### src/hdl/cau_pkg.sv
`timescale 1ns / 1ps
`default_nettype none
package cau_pkg;

    localparam int DATA_WIDTH = 32;
    localparam int FRAC_BITS  = 16;
    localparam int PROD_WIDTH = 2 * DATA_WIDTH;
    localparam int SUM_WIDTH  = 2 * DATA_WIDTH + 2;
    localparam int REM_WIDTH  = 3 * DATA_WIDTH;
    // input register, product, sum, magnitude, range check, one stage per bit, output
    localparam int LATENCY    = DATA_WIDTH + 6;

    localparam logic [DATA_WIDTH-1:0] MAX_POS = {1'b0, {(DATA_WIDTH-1){1'b1}}};
    localparam logic [DATA_WIDTH-1:0] MIN_NEG = {1'b1, {(DATA_WIDTH-1){1'b0}}};

    typedef enum logic [2:0] {
        OP_ADD  = 3'd0,
        OP_SUB  = 3'd1,
        OP_MUL  = 3'd2,
        OP_DIV  = 3'd3,
        OP_CONJ = 3'd4,
        OP_MOD  = 3'd5
    } op_t;

    typedef enum logic [1:0] {
        ST_OK   = 2'd0,
        ST_SAT  = 2'd1,
        ST_DIVZ = 2'd2
    } status_t;

    typedef struct packed {
        logic [2:0]                   operation;
        logic signed [DATA_WIDTH-1:0] a_real;
        logic signed [DATA_WIDTH-1:0] a_imag;
        logic signed [DATA_WIDTH-1:0] b_real;
        logic signed [DATA_WIDTH-1:0] b_imag;
    } request_t;

    typedef struct packed {
        logic signed [DATA_WIDTH-1:0] res_real;
        logic signed [DATA_WIDTH-1:0] res_imag;
        status_t                      status;
    } result_t;

    typedef struct packed {
        logic valid;
        op_t  op;
        logic neg_re;
        logic neg_im;
        logic dz;
        logic ovf_re;
        logic ovf_im;
    } ctrl_t;

endpackage
`default_nettype wire

### src/hdl/cau_sat.sv
`timescale 1ns / 1ps
`default_nettype none
module cau_sat
    import cau_pkg::*;
(
    input  wire logic                  clk,
    input  wire logic                  rst_n,
    input  wire ctrl_t                 ctrl_in,
    input  wire logic [REM_WIDTH-1:0]  rem_re_in,
    input  wire logic [REM_WIDTH-1:0]  rem_im_in,
    input  wire logic [DATA_WIDTH-1:0] q_re_in,
    input  wire logic [DATA_WIDTH-1:0] q_im_in,
    output logic                       done,
    output result_t                    result
);

    // returns {saturated, value}
    function automatic logic [DATA_WIDTH:0] clamp_lane(
        input logic                 neg,
        input logic                 ovf,
        input logic [REM_WIDTH-1:0] mag
    );
        logic [REM_WIDTH-1:0]  lim;
        logic                  over;
        logic [DATA_WIDTH-1:0] val;
        lim  = REM_WIDTH'(MAX_POS) + REM_WIDTH'(neg);
        over = ovf || (mag > lim);
        if (over)
        begin
            val = neg ? MIN_NEG : MAX_POS;
        end
        else
        begin
            val = neg ? DATA_WIDTH'(0) - mag[DATA_WIDTH-1:0] : mag[DATA_WIDTH-1:0];
        end
        return {over, val};
    endfunction

    logic                  from_q;
    logic [REM_WIDTH-1:0]  mag_re, mag_im;
    logic [DATA_WIDTH:0]   lane_re, lane_im;
    result_t               result_next;
    logic                  done_reg;
    result_t               result_reg;

    assign from_q = (ctrl_in.op == OP_DIV) || (ctrl_in.op == OP_MOD);
    assign mag_re = from_q ? REM_WIDTH'(q_re_in) : rem_re_in;
    assign mag_im = from_q ? REM_WIDTH'(q_im_in) : rem_im_in;

    assign lane_re = clamp_lane(ctrl_in.neg_re, ctrl_in.ovf_re, mag_re);
    assign lane_im = clamp_lane(ctrl_in.neg_im, ctrl_in.ovf_im, mag_im);

    always_comb
    begin
        priority if (ctrl_in.dz)
        begin
            result_next.res_real = '0;
            result_next.res_imag = '0;
            result_next.status   = ST_DIVZ;
        end
        else
        begin
            result_next.res_real = $signed(lane_re[DATA_WIDTH-1:0]);
            result_next.res_imag = $signed(lane_im[DATA_WIDTH-1:0]);
            result_next.status   = (lane_re[DATA_WIDTH] || lane_im[DATA_WIDTH]) ? ST_SAT : ST_OK;
        end
    end

    always_ff @(posedge clk or negedge rst_n)
    begin
        if (!rst_n)
        begin
            done_reg <= 1'b0;
        end
        else
        begin
            done_reg <= ctrl_in.valid;
        end
    end

    always_ff @(posedge clk)
    begin
        result_reg <= result_next;
    end

    assign done   = done_reg;
    assign result = result_reg;

endmodule
`default_nettype wire

### config.mk
export PLATFORM = sky130hd
export DESIGN_NAME = cau_sat
export DESIGN_NICKNAME = d
export VERILOG_FILES = /design/src/hdl/cau_pkg.sv /design/src/hdl/cau_sat.sv
export SDC_FILE = /design/constraint.sdc
export NUM_CORES = 1
export LEC_CHECK = 0
export ABC_CLOCK_PERIOD_IN_PS = 800
export BUFFER_PORTS_ARGS = -buffer_cell sky130_fd_sc_hd__clkbuf_2
export CAP_MARGIN = 20
export CORE_UTILIZATION = 40
export CTS_BUF_LIST = sky130_fd_sc_hd__clkbuf_2
export DETAILED_ROUTE_END_ITERATION = 7
export GPL_TIMING_DRIVEN = 0
export PLACE_DENSITY = 0.7
export SETUP_SLACK_MARGIN = 0.4
export SLEW_MARGIN = 20
export SYNTH_ARGS = -nofsm -noshare
export SYNTH_HDL_FRONTEND = slang
export SYNTH_SLANG_ARGS = --single-unit
### constraint.sdc
create_clock -name clk -period 0.8 [get_ports clk]
set_input_delay 0.12 -clock clk [delete_from_list [all_inputs] [get_ports clk]]
set_output_delay 0.12 -clock clk [all_outputs]
set_load 0.01 [all_outputs]
Word-level counts from Yosys, hierarchy flattened

Index checks and enable logic that the tools add are counted.

Flip-flop bits (word level): 67
Word-level logic and storage cells: 25
Output and inout bits: 67
Input bits: 267

Magnitude comparators: 2
Muxes and demuxes: 9
Equality and inequality tests: 2
$add $sub $neg: 4
Reduce and logical (&&, ||, !) cells: 4

Operators with widths:

| operator                                             | number |
|---|---|
| > comparator 96 x 32 -> 1 bit                        | 2 |
| two-way mux 32 bit                                   | 6 |
| two-way mux 96 bit                                   | 2 |
| adder 31 x 1 -> 32 bit (first input constant)        | 2 |
| subtractor 1 x 32 -> 32 bit (first input constant)   | 2 |
| logical OR 1 bit                                     | 4 |
| equality test 3 x 2 -> 1 bit (second input constant) | 1 |
| equality test 3 bit (second input constant)          | 1 |
| two-way mux 1 bit                                    | 1 |

Logic depth before layout (Yosys ltp)

Depth after elaboration: 7
Depth in mapped cells: 18
Depth with buffers taken out: 12

Worst setup path before layout

OpenSTA, ideal clock, no wires.

Path kind: in2reg
Start point: in ctrl_in[5] (netlist bit)
End point: reg result_reg (netlist bit result[23])
Data arrival time: 3.593 ns
Stages: 18
Required time: 0.718 ns
Setup time: 0.082 ns
Buffers on the path: 6
Path slack: -2.875 ns
Cells stage by stage: buf_2 -> inv_1 -> nor2_2 -> buf_4 -> buf_6 -> buf_2 -> buf_2 -> mux2i_1 -> inv_1 -> ha_1 -> and4_1 -> nor4bb_1 -> nand2_1 -> a22oi_1 -> o211ai_1 -> nand2b_1 -> buf_2 -> o2111ai_1

Cells in the longest elaborated chain, start to end: 6
Elaborated cells between the ends (all ways): 9
Classes of those cells: add/sub (1); order compare (1); eq/ne (2); mux (3); reduce/logical (2)

RTL lines:

| what                                                                         | RTL line                     | source |
|---|---|---|
| from (decl)                                                                  | cau_sat.sv:8                 | `input wire ctrl_t ctrl_in,` |
| equality test 3 x 2 -> 1 bit or equality test 3 bit (tied branches)          | cau_sat.sv:46                | `assign from_q = (ctrl_in.op == OP_DIV) \|\| (ctrl_in.op == OP_MOD);` |
| logical OR 1 bit *                                                           | cau_sat.sv:46                |  |
| two-way mux 96 bit *                                                         | cau_sat.sv:48                | `assign mag_im = from_q ? REM_WIDTH'(q_im_in) : rem_im_in;` |
| > comparator 96 x 32 -> 1 bit or subtractor 1 x 32 -> 32 bit (tied branches) | cau_sat.sv:27, cau_sat.sv:34 |  |
| logical OR 1 bit or two-way mux 32 bit (tied branches)                       | cau_sat.sv:27, cau_sat.sv:34 |  |
| two-way mux 32 bit *                                                         | cau_sat.sv:28                | `if (over)` |
| to (signal assigned)                                                         | cau_sat.sv:83                | `result_reg <= result_next;` |
| to (decl)                                                                    | cau_sat.sv:44                | `result_t result_reg;` |

Mark *: on every way between the ends. The rest lies on a longest branch, timed or not.
A chain may end at the register's enable or synchronous reset.

Worst setup path after layout

Start point: in ctrl_in[6] (netlist bit)
End point: reg result_reg (netlist bit result[24])

The elaborated chain is that of the path after synthesis.

==> flow_summary.toml <==
[placed_design]
gp_congestion = 0.987
dp_hpwl_um = 26500
place_area_mm2 = 0.00947
placed_cells = 1515
place.port_buffers = 332

[finish]
final_cell_mix = "clkbuf_2, nand2_1, buf_6, dfxtp_2, ha_1"
final_common_cell = "clkbuf_2"
nets = 1713
diodes = 0
fin_cells = 1610
final-seq-area_mm2 = 0.00143
largest_register_ffs = 66
multi_input_area_mm2 = 0.00696
nFillCells = 1297
final_cell_area_mm2 = 0.0125
area_growth_pct = 73.3
drive_gt1_frac = 0.531

[sta]
fmax_ghz = 0.335
rsz0062_at_grt = "true"
setup_tns_ns = -163.29
slew_violations = 0
hold_violations = 17
setup_violations = 132
holdWs_ns = -0.210
slew_headroom = 0.227
setup_ws_ns = -2.19
tightest_slew_ns = 1.16
finalCriticalPeriod_ns = 2.99
finalCritPeriodShare = 3.73

[detailed_routing]
drc = 0
viasPerCell = 6.67
wl_per_cell_um = 23.9
drt_wl_total_um = 38500
num_vias = 10700
first_pass_iters = 8
ant_nets = 0
drt_iter0_drc = 1424

[grt]
antenna_found_initial = 0
gr-total-overflow = 0
grt_pass1_wl_um = 53600
track_usage = 0.382
grt_max_degree = 36
grt_pass1_vias = 9789

[worst_setup_path]
crit_buf_inv = 9
cp-start-kind = "input pin"
cp_common_cell = "buf_12"
critPathMaxStageDelay_ns = 0.40
crit_fanout = 9
crit_chain = "clkbuf_16 -> xnor2_4 -> nor2_4 -> buf_12 -> buf_12 -> buf_12 -> buf_16 -> mux2i_4 -> inv_2 -> ha_4 -> nand4_1 -> buf_4 -> a2111oi_4 -> a2111oi_4 -> o211ai_1 -> buf_6 -> nand2b_4 -> buf_6 -> o2111ai_4"
end_kind = "flip-flop"
cp_slowest_cell = "a2111oi_4"
crit_type = "in -> reg"
cp.arrival_ns = 3.44
worstPathRequired_ns = 1.26
critPathTopFamily = "buffers and inverters"

[clock_network]
clock-sinks = 67
clk_pin_slew_ns = 0.21
clockRootBuffer = "clkbuf_2"
cts_buffer_depth = 2
h-tree-depth = 3
cts_tree = "yes"
cts_buffers = 9
ctsHoldBuffers = 3

[pwr]
irDropWorstVdd_mv = 1.11
leakage_nw = 5.27
total_power_mw = 14.0
power_density_mw_per_mm2 = 1120

[die]
die_x_um = 136
ioPinCount = 334
chipHeight_um = 136
rows = 48
die_area_mm2 = 0.0186
core_area_mm2 = 0.0175
start_util = 0.414

[synth]
yosys_register_bits = 67
synth_top_area_cell = "dfxtp_1"
synth_warnings = 0
netlist_area_mm2 = 0.00723
ys_seq_area_frac = 0.186
synthTopCellsByArea = "dfxtp_1, ha_1, mux2i_1"
ys_dominant_reg_cell = "dfxtp_1"
yosysUniqueCellTypes = 78
async_reset_ff_frac = 0.0149
syn_inst = 958
synthesis.nets = 1291
syn-mean-instance-area_um2 = 7.55
synth.top_cell.area_share = 0.183
synth-edff-count = 0

[status]
violations = "hold timing, setup timing"
status = "finished with violations"

[worst_hold_path]
min_path_type = "in -> async"

[job]
maxCapViolCount = 0
-- cell type report --
type                            count  share of cell area
Inverter                           59              0.0181
Sequential cell                    67               0.114
Clock inverter                      6             0.00450
Multi-Input combinational cell    783               0.555
Buffer                             49              0.0452
Timing Repair Buffer              411               0.237
Clock buffer                       10             0.00400
Tap cell                          225              0.0225
-- metrics by stage --
stage                util  setup slack [ns]
global placement    0.542             -4.04
floorplan               -             -2.40
finish              0.717             -2.19
global route        0.717             -2.29
detailed placement  0.542             -4.05
CTS                 0.646             -2.06
-- kinds of logic (layout without fill, tap and decap cells) --
family | after synthesis | count (layout) | share of synthesized area
AND/OR/NAND/NOR | 366 | 366 | 0.270
AO/OA/AOI/OAI | 280 | 280 | 0.266
buffers and inverters | 108 | 535 | 0.0599
multiplexers | 69 | 69 | 0.101
flip-flops | 67 | 67 | 0.186
adder cells (fa/ha/maj) | 66 | 66 | 0.114
XOR/XNOR | 2 | 2 | 0.00242
-- routing by layer --
layer | vias to the layer above | GRT usage | routed length, um
li1 | 4645 | - | -
met1 | 4908 | 0.477 | 14000
met2 | 931 | 0.606 | 17100
met3 | 257 | 0.0772 | 4570
met4 | 0 | 0.221 | 2860
met5 | - | 0 | 0
-- Yosys cell counts, types with 3 or more instances --
| cell type | count |
|---|---|
| clkbuf_1 | 34 |
| dfxtp_1 | 66 |
| o21a_1 | 4 |
| inv_1 | 53 |
| ha_1 | 66 |
| clkinv_1 | 4 |
| o31a_1 | 10 |
| nor4_1 | 57 |
| o32ai_1 | 16 |
| nand2_1 | 97 |
| a311oi_1 | 4 |
| o31ai_1 | 32 |
| a21o_1 | 7 |
| a211oi_1 | 16 |
| a32o_1 | 4 |
| nor2_1 | 30 |
| nand3_1 | 20 |
| and3_1 | 7 |
| nor3_1 | 62 |
| nand4b_1 | 4 |
| mux2_2 | 13 |
| a31oi_1 | 13 |
| o2111ai_1 | 6 |
| o22ai_1 | 10 |
| or4_1 | 16 |
| or3_1 | 19 |
| buf_2 | 10 |
| o41ai_1 | 5 |
| o211a_1 | 3 |
| mux2i_1 | 50 |
| a41oi_1 | 4 |
| nor2b_1 | 4 |
| mux2_1 | 4 |
| a21oi_1 | 58 |
| nand4_1 | 30 |
| a2111oi_0 | 3 |
| o211ai_1 | 17 |
| o21ai_0 | 51 |
| nand2b_1 | 3 |
-- final timing paths --
check	from	to	slack, ns	depth (start not counted)
worst min-delay path	rst_n	done	-0.21	2
max in group asynchronous	rst_n	done	0.93	2
worst max-delay path	ctrl_in[6]	result[24]	-2.19	19
min in group clk	q_im_in[5]	result[7]	-0.08	5
-- what timing repair did --
action,CTS,global route
endpoints found under the setup margin,132,132
setup buffers,52,12
resized for setup,225,279
hold endpoints to repair,20,12
pin swaps,31,27
cloned,7,5
-- power by group --
part / total, mW / internal [mW] / switching (mW) / leakage [nW]
combinational: 8.13 / 3.71 / 4.42 / 4.63
sequential: 3.77 / 3.65 / 0.122 / 0.578
clock: 2.09 / 0.707 / 1.39 / 0.0691
total: 14.0 / 8.07 / 5.93 / 5.27
(Power assumes the default switching activity.)
