`config.mk`:
```
export PLATFORM = sky130hd
export DESIGN_NAME = cau_step
export DESIGN_NICKNAME = d
export VERILOG_FILES = /design/src/hdl/cau_pkg.sv /design/src/hdl/cau_step.sv
export SDC_FILE = /design/constraint.sdc
export NUM_CORES = 1
export LEC_CHECK = 0
export ABC_AREA = 0
export BUFFER_PORTS_ARGS = -buffer_cell sky130_fd_sc_hd__buf_2
export CAP_MARGIN = 25
export CORE_AREA = 2 2 256 258
export DETAILED_ROUTE_END_ITERATION = 16
export DIE_AREA = 0 0 258 260
export PLACE_DENSITY = 0.47
export SETUP_SLACK_MARGIN = 0.3
export SYNTH_ARGS = -nofsm -noshare
export SYNTH_HDL_FRONTEND = slang
export SYNTH_SLANG_ARGS = --single-unit
export TNS_END_PERCENT = 100
```
`constraint.sdc`:
```
create_clock -name clk -period 0.8 [get_ports clk]
set_input_delay 0.04 -clock clk [delete_from_list [all_inputs] [get_ports clk]]
set_output_delay 0.04 -clock clk [all_outputs]
set_load 0.005 [all_outputs]
```
`src/hdl/cau_pkg.sv`:
```
`timescale 1ns / 1ps
`default_nettype none
package cau_pkg;

    localparam int DATA_WIDTH = 32;
    localparam int FRAC_BITS  = 16;
    localparam int PROD_WIDTH = 2 * DATA_WIDTH;
    localparam int SUM_WIDTH  = 2 * DATA_WIDTH + 2;
    localparam int REM_WIDTH  = 3 * DATA_WIDTH;
    // input register, product, sum, magnitude, range check, one stage per bit, output
    localparam int LATENCY    = DATA_WIDTH + 6;

    localparam logic [DATA_WIDTH-1:0] MAX_POS = {1'b0, {(DATA_WIDTH-1){1'b1}}};
    localparam logic [DATA_WIDTH-1:0] MIN_NEG = {1'b1, {(DATA_WIDTH-1){1'b0}}};

    typedef enum logic [2:0] {
        OP_ADD  = 3'd0,
        OP_SUB  = 3'd1,
        OP_MUL  = 3'd2,
        OP_DIV  = 3'd3,
        OP_CONJ = 3'd4,
        OP_MOD  = 3'd5
    } op_t;

    typedef enum logic [1:0] {
        ST_OK   = 2'd0,
        ST_SAT  = 2'd1,
        ST_DIVZ = 2'd2
    } status_t;

    typedef struct packed {
        logic [2:0]                   operation;
        logic signed [DATA_WIDTH-1:0] a_real;
        logic signed [DATA_WIDTH-1:0] a_imag;
        logic signed [DATA_WIDTH-1:0] b_real;
        logic signed [DATA_WIDTH-1:0] b_imag;
    } request_t;

    typedef struct packed {
        logic signed [DATA_WIDTH-1:0] res_real;
        logic signed [DATA_WIDTH-1:0] res_imag;
        status_t                      status;
    } result_t;

    typedef struct packed {
        logic valid;
        op_t  op;
        logic neg_re;
        logic neg_im;
        logic dz;
        logic ovf_re;
        logic ovf_im;
    } ctrl_t;

endpackage
`default_nettype wire

```
`src/hdl/cau_step.sv`:
```
`timescale 1ns / 1ps
`default_nettype none
module cau_step
    import cau_pkg::*;
#(
    parameter int STEP = DATA_WIDTH - 1
)
(
    input  wire logic                  clk,
    input  wire logic                  rst_n,
    input  wire ctrl_t                 ctrl_in,
    input  wire logic [REM_WIDTH-1:0]  rem_re_in,
    input  wire logic [REM_WIDTH-1:0]  rem_im_in,
    input  wire logic [PROD_WIDTH-1:0] den_in,
    input  wire logic [DATA_WIDTH-1:0] q_re_in,
    input  wire logic [DATA_WIDTH-1:0] q_im_in,
    output ctrl_t                      ctrl_out,
    output logic [REM_WIDTH-1:0]       rem_re_out,
    output logic [REM_WIDTH-1:0]       rem_im_out,
    output logic [PROD_WIDTH-1:0]      den_out,
    output logic [DATA_WIDTH-1:0]      q_re_out,
    output logic [DATA_WIDTH-1:0]      q_im_out
);

    // one quotient bit for divide, or one root bit for modulus, per stage
    logic                  is_div, is_mod;
    logic [REM_WIDTH-1:0]  trial_div, trial_sq, trial_re;
    logic                  take_re, take_im;
    logic [REM_WIDTH-1:0]  rem_re_next, rem_im_next;
    logic [DATA_WIDTH-1:0] q_re_next, q_im_next;
    ctrl_t                 ctrl_reg;
    logic [REM_WIDTH-1:0]  rem_re_reg, rem_im_reg;
    logic [PROD_WIDTH-1:0] den_reg;
    logic [DATA_WIDTH-1:0] q_re_reg, q_im_reg;

    assign is_div = (ctrl_in.op == OP_DIV);
    assign is_mod = (ctrl_in.op == OP_MOD);

    assign trial_div = REM_WIDTH'(den_in) << STEP;
    // (2 * root + 2^step) * 2^step, root holds only higher bits so or is add
    assign trial_sq  = (REM_WIDTH'(q_re_in) << (STEP + 1)) | (REM_WIDTH'(1) << (2 * STEP));
    assign trial_re  = is_mod ? trial_sq : trial_div;

    assign take_re = (is_div || is_mod) && (rem_re_in >= trial_re);
    assign take_im = is_div && (rem_im_in >= trial_div);

    assign rem_re_next = take_re ? rem_re_in - trial_re : rem_re_in;
    assign rem_im_next = take_im ? rem_im_in - trial_div : rem_im_in;
    assign q_re_next   = q_re_in | (DATA_WIDTH'(take_re) << STEP);
    assign q_im_next   = q_im_in | (DATA_WIDTH'(take_im) << STEP);

    always_ff @(posedge clk or negedge rst_n)
    begin
        if (!rst_n)
        begin
            ctrl_reg <= '0;
        end
        else
        begin
            ctrl_reg <= ctrl_in;
        end
    end

    always_ff @(posedge clk)
    begin
        rem_re_reg <= rem_re_next;
        rem_im_reg <= rem_im_next;
        den_reg    <= den_in;
        q_re_reg   <= q_re_next;
        q_im_reg   <= q_im_next;
    end

    assign ctrl_out   = ctrl_reg;
    assign rem_re_out = rem_re_reg;
    assign rem_im_out = rem_im_reg;
    assign den_out    = den_reg;
    assign q_re_out   = q_re_reg;
    assign q_im_out   = q_im_reg;

endmodule
`default_nettype wire

```
# After elaboration in Yosys (flattened, before gate mapping)
# Cells that the tools add are included.
dict set report word_totals {
  ff_bits 329
  latch_bits 0
  mem_bits_rw 0
  romBits 0
  input_bits 331
  output_inout_bits 329
  word_cells 26
  n_memories 0
}
dict set report op_classes {
  n_addsub 2
  multipliers 0
  n_div 0
  n_lt_le_gt_ge 2
  n_eq_ne 2
  n_shift 0
  n_mux 3
  bitwise 2
  reduce_logical 3
}
# operator count
set op_table {}
lappend op_table {{$ge A96 B95 Y1} 2}
lappend op_table {{$mux W96} 2}
lappend op_table {{$sub A96 B95 Y96} 2}
lappend op_table {{$mux W95} 1}
lappend op_table {{$or A32 B32 Y32} 2}
lappend op_table {{$eq A3 B2 Y1 const B} 1}
lappend op_table {{$eq A3 B3 Y1 const B} 1}
lappend op_table {{$logic_and A1 B1 Y1} 2}
lappend op_table {{$logic_or A1 B1 Y1} 1}

# Longest topological paths before layout
dict set report depth {
  ltp_word 5
  mapped_depth 17
}

# Worst setup path after synthesis
# No wires, ideal clock.
dict set report synth_path {
  kind {input-to-reg}
  startpoint {input ctrl_in[6] in the netlist's numbering}
  endpoint {register rem_re_reg[62], in the netlist rem_re_out[62]}
  setup_time_ps 121
  arrival_time_ps 3795
  setup_slack_ps -3115
  path_stages 15
  path_buffers 4
  path_cell_list {nand3b_1 -> clkbuf_1 -> clkbuf_1 -> mux2i_1 -> ha_1 -> clkbuf_1 -> nand2_1 -> o21ai_0 -> a21oi_1 -> or4_1 -> a31oi_1 -> a2111oi_0 -> nor4_4 -> buf_4 -> mux2_2}
}
dict set report synth_between {
  elab_chain_len 5
  elab_cells_between_ends 8
}
# element line
set synth_rtl {}
lappend synth_rtl {{start: declaration} cau_step.sv:11} ;# input wire ctrl_t ctrl_in,
lappend synth_rtl {{$eq A3 B3 Y1} cau_step.sv:37} ;# assign is_mod = (ctrl_in.op == OP_MOD);
lappend synth_rtl {{$mux W95} cau_step.sv:42} ;# assign trial_re = is_mod ? trial_sq : trial_div;
lappend synth_rtl {{$ge A96 B95 Y1} cau_step.sv:44} ;# assign take_re = (is_div || is_mod) && (rem_re_in >= trial_re);
lappend synth_rtl {{$logic_and A1 B1 Y1} cau_step.sv:44}
lappend synth_rtl {{$mux W96 (*)} cau_step.sv:47} ;# assign rem_re_next = take_re ? rem_re_in - trial_re : rem_re_in;
lappend synth_rtl {{via rem_re_next[62]} cau_step.sv:29} ;# logic [REM_WIDTH-1:0] rem_re_next, rem_im_next;
lappend synth_rtl {{end signal: assignment} cau_step.sv:66} ;# rem_re_reg <= rem_re_next;
lappend synth_rtl {{end: declaration} cau_step.sv:32} ;# logic [REM_WIDTH-1:0] rem_re_reg, rem_im_reg;
# Mark *: on every way through the listed nets, which the timed path passes. The rest lies on a longest branch.

# Worst setup path in the final report
dict set report layout_path {
  startpoint {input ctrl_in[6] in the netlist's numbering}
  endpoint {register rem_re_reg[70], in the netlist rem_re_out[70]}
}
# Same word-level chain as after synthesis.

==> flow_metrics.py <==
metrics = {
    "outcome": {
        "status": "complete, but fails checks",
        "violations": "hold timing, setup timing",
    },
    "yosys": {
        "synth-seq-cells": 329,
        "async_flop_share_pct": 2.736,
        "synthCells": 1935,
        "synth_warnings": 0,
        "synth_top_area_share_pct": 37.89,
        "syn_nets": 2396,
        "ys_seq_area_share_pct": 39.22,
        "syn_area_um2": 16910,
        "synth.largest_area_cell": "dfxtp_1",
        "synthTopCellsByArea": "dfxtp_1 (38%), ha_1 (9.5%), a21oi_1 (5.7%)",
        "ys_types": 79,
        "synth_edf_count": 0,
        "avgSynthCellArea_um2": 8.737,
        "synth_flop_cell": "dfxtp_1",
    },
    "worst_setup_path": {
        "critPathMaxFanout": 9,
        "crit_buf_inv": 10,
        "crit_required_ps": 1260,
        "start_kind": "input port",
        "critPathArrivalTime_ps": 3620,
        "cpPeakStageDelay_ps": 420,
        "slowest_stage": "a2111oi_4",
        "critPathKind": "input port to flip-flop",
        "crit_chain": "buf_6 -> nand3b_1 -> buf_12 -> clkbuf_16 -> mux2i_1 -> buf_4 -> ha_4 -> a21oi_2 -> buf_4 -> o21ai_1 -> buf_4 -> a211o_4 -> a2111oi_4 -> nor4_4 -> buf_6 -> buf_12 -> buf_12 -> buf_16 -> mux2_4",
        "cp_top_family": "buffers and inverters",
        "crit_path_end_kind": "flip-flop",
    },
    "routing": {
        "via_per_inst": 4.716,
        "drt_iter0_markers": 1161,
        "drc": 0,
        "dr.pass1.iters": 7,
        "vias": 21360,
        "ant_nets": 0,
        "wl_mm": 93.09,
        "post_drt_wl_per_cell_um": 20.55,
    },
    "sta": {
        "fin_hold_ws_ps": -234.6,
        "setup_violations": 461,
        "worst_slack_ps": -2362,
        "rsz0062_at_grt": "true",
        "period_minus_slack_ps": 3162,
        "fmax_ghz": 0.3163,
        "slew_headroom_pct": 62.50,
        "period_share_pct": 395.2,
        "tightest_slew_ps": 556.7,
        "maxSlewViolCount": 0,
        "hold_viol": 49,
    },
    "cts": {
        "numCtsBuffers": 40,
        "numClockSinks": 329,
        "cts_tree": "yes",
        "clock-root-buffer": "clkbuf_16",
        "ctsLongestPathBuffers": 3,
        "htreeDepth": 2,
        "clk_pin_slew_ps": 60,
    },
    "power_and_ir_drop": {
        "power_density_nw_per_um2": 1739,
        "p_leak_nw": 16.60,
        "fin_total_pwr_mw": 59.57,
        "ir_drop_mv": 1.489,
    },
    "floorplan": {
        "die_h_um": 260,
        "fp.dieW_um": 258,
        "core_um2": 64120,
        "die_area_um2": 67080,
        "start_util_pct": 26.37,
        "io_pins": 660,
        "row_count": 93,
    },
    "final_layout": {
        "final_core_util_pct": 53.45,
        "final_layout_size_suffix_gt1_share_pct": 51.20,
        "nFillCells": 5979,
        "multi_input_area_um2": 11450,
        "design_area_um2": 34270,
        "syn_to_final_growth_pct": 102.7,
        "nNetsFinal": 4098,
        "regArea_um2": 6670,
    },
    "grt": {
        "grt_max_degree": 15,
        "grt_pass1_vias": 22400,
        "grt.total_usage_pct": 26.67,
        "grt_overflow": 0,
        "antenna_found_initial": 7,
        "grt_pass1_wl_mm": 135.6,
    },
    "min_path": {
        "hold_path_class": "input port to flip-flop",
    },
    "placed_design": {
        "placed_cell_area_um2": 26360,
        "gp_congestion": 0.9459,
        "dp_worst_setup_slack_ps": -2952,
        "io_buffers": 659,
        "place_hpwl_mm": 70.97,
    },
    "run": {
        "max_cap_viol_count": 0,
    },
}
synthesized netlist by cell type (all sizes together), types with 25 or more instances:
cell type / n
mux2i: 34
inv: 102
nand3: 31
nor2: 91
mux2: 52
a21o: 44
dfxtp: 320
xor2: 51
xnor2: 67
ha: 128
nand2: 238
a21oi: 191
clkbuf: 51
nor3: 25
o21ai: 161
o21bai: 28
nand4: 42
cell type report:
cell class / count / share of cell area (%)
repair buffers: 1732 / 38.49
multi-input cells: 1431 / 33.40
clock inverters: 25 / 1.022
diodes: 6 / 0.04382
inverters: 102 / 1.216
clock buffers: 48 / 3.188
well taps: 855 / 3.122
repair inverters: 1 / 0.04747
flip-flops and latches: 329 / 19.47
power by group:
group	total, mW	internal [mW]	leakage (nW)	switching (mW)
Clock	20.0	12.1	0.693	7.85
Sequential	18.2	17.7	2.81	0.528
Combinational	21.4	11.3	13.1	10.1
Total	59.6	41.1	16.6	18.4
through the flow:
stage	cells	setup TNS, ps
after floorplan	1935	-278080
after global placement	4045	-341000
after detailed placement	4045	-343890
after CTS	4510	-361310
after global routing	4529	-379340
final	4529	-350120
placed cells by master (no fill, tap or decap), drive strengths merged, types with 15 or more instances in the layout:
master,instances
dfxtp,320
nand4,42
o31ai,15
mux2i,34
xnor2,67
clkbuf,50
o21ai,161
dlygate4sd3,292
ha,128
o21bai,28
nand3,31
nor4,24
buf,1438
nor2b,18
a21oi,191
a31oi,15
nand2,238
o21a,17
nor2,91
mux2,52
xor2,51
nor3,25
inv,109
a21o,44
timing repair:
action                                  in CTS  in global routing
endpoints found under the setup margin     461                468
hold buffers                               292                  3
gates cloned                                22                  2
gates resized for setup                    430                105
buffers inserted                            78                 11
endpoints found under the hold margin      338                 52
pin swaps                                  109                 48
state kept, by name (all words and copies together) (netlist names):
signal	flops
q_im_out	32
ctrl_out	9
q_re_out	32
den_out	64
rem_re_out	96
rem_im_out	96
worst paths after layout:
check                               from                     end  slack [ps]  cells past startpoint
max in group asynchronous          rst_n   ctrl_out[4]$_DFF_PN0_         750                      2
min in group asynchronous          rst_n   ctrl_out[6]$_DFF_PN0_        -130                      2
max                           ctrl_in[6]  rem_re_out[70]$_DFF_P_       -2360                     19
min                        rem_re_in[53]  rem_re_out[53]$_DFF_P_        -230                      2
per-layer routing:
| metal | global-route usage, % | vias up | wire (µm) |
|---|---|---|---|
| met3 | 4.493 | 176 | 5372 |
| met4 | 9.425 | 0 | 3443 |
| met5 | 0 | - | 0 |
| met1 | 34.40 | 10120 | 40920 |
| met2 | 44.84 | 739 | 43360 |
| li1 | - | 10330 | - |
logic make-up after synthesis:
logic type      after synthesis  synth area share, %
compound gates              555                19.97
simple gates                541                15.20
flops                       329                39.22
buf+inv                     176                4.300
fa+ha+maj                   130                9.710
xor+xnor                    118                6.113
mux                          86                5.477
Power figures use the tool's default switching activity.
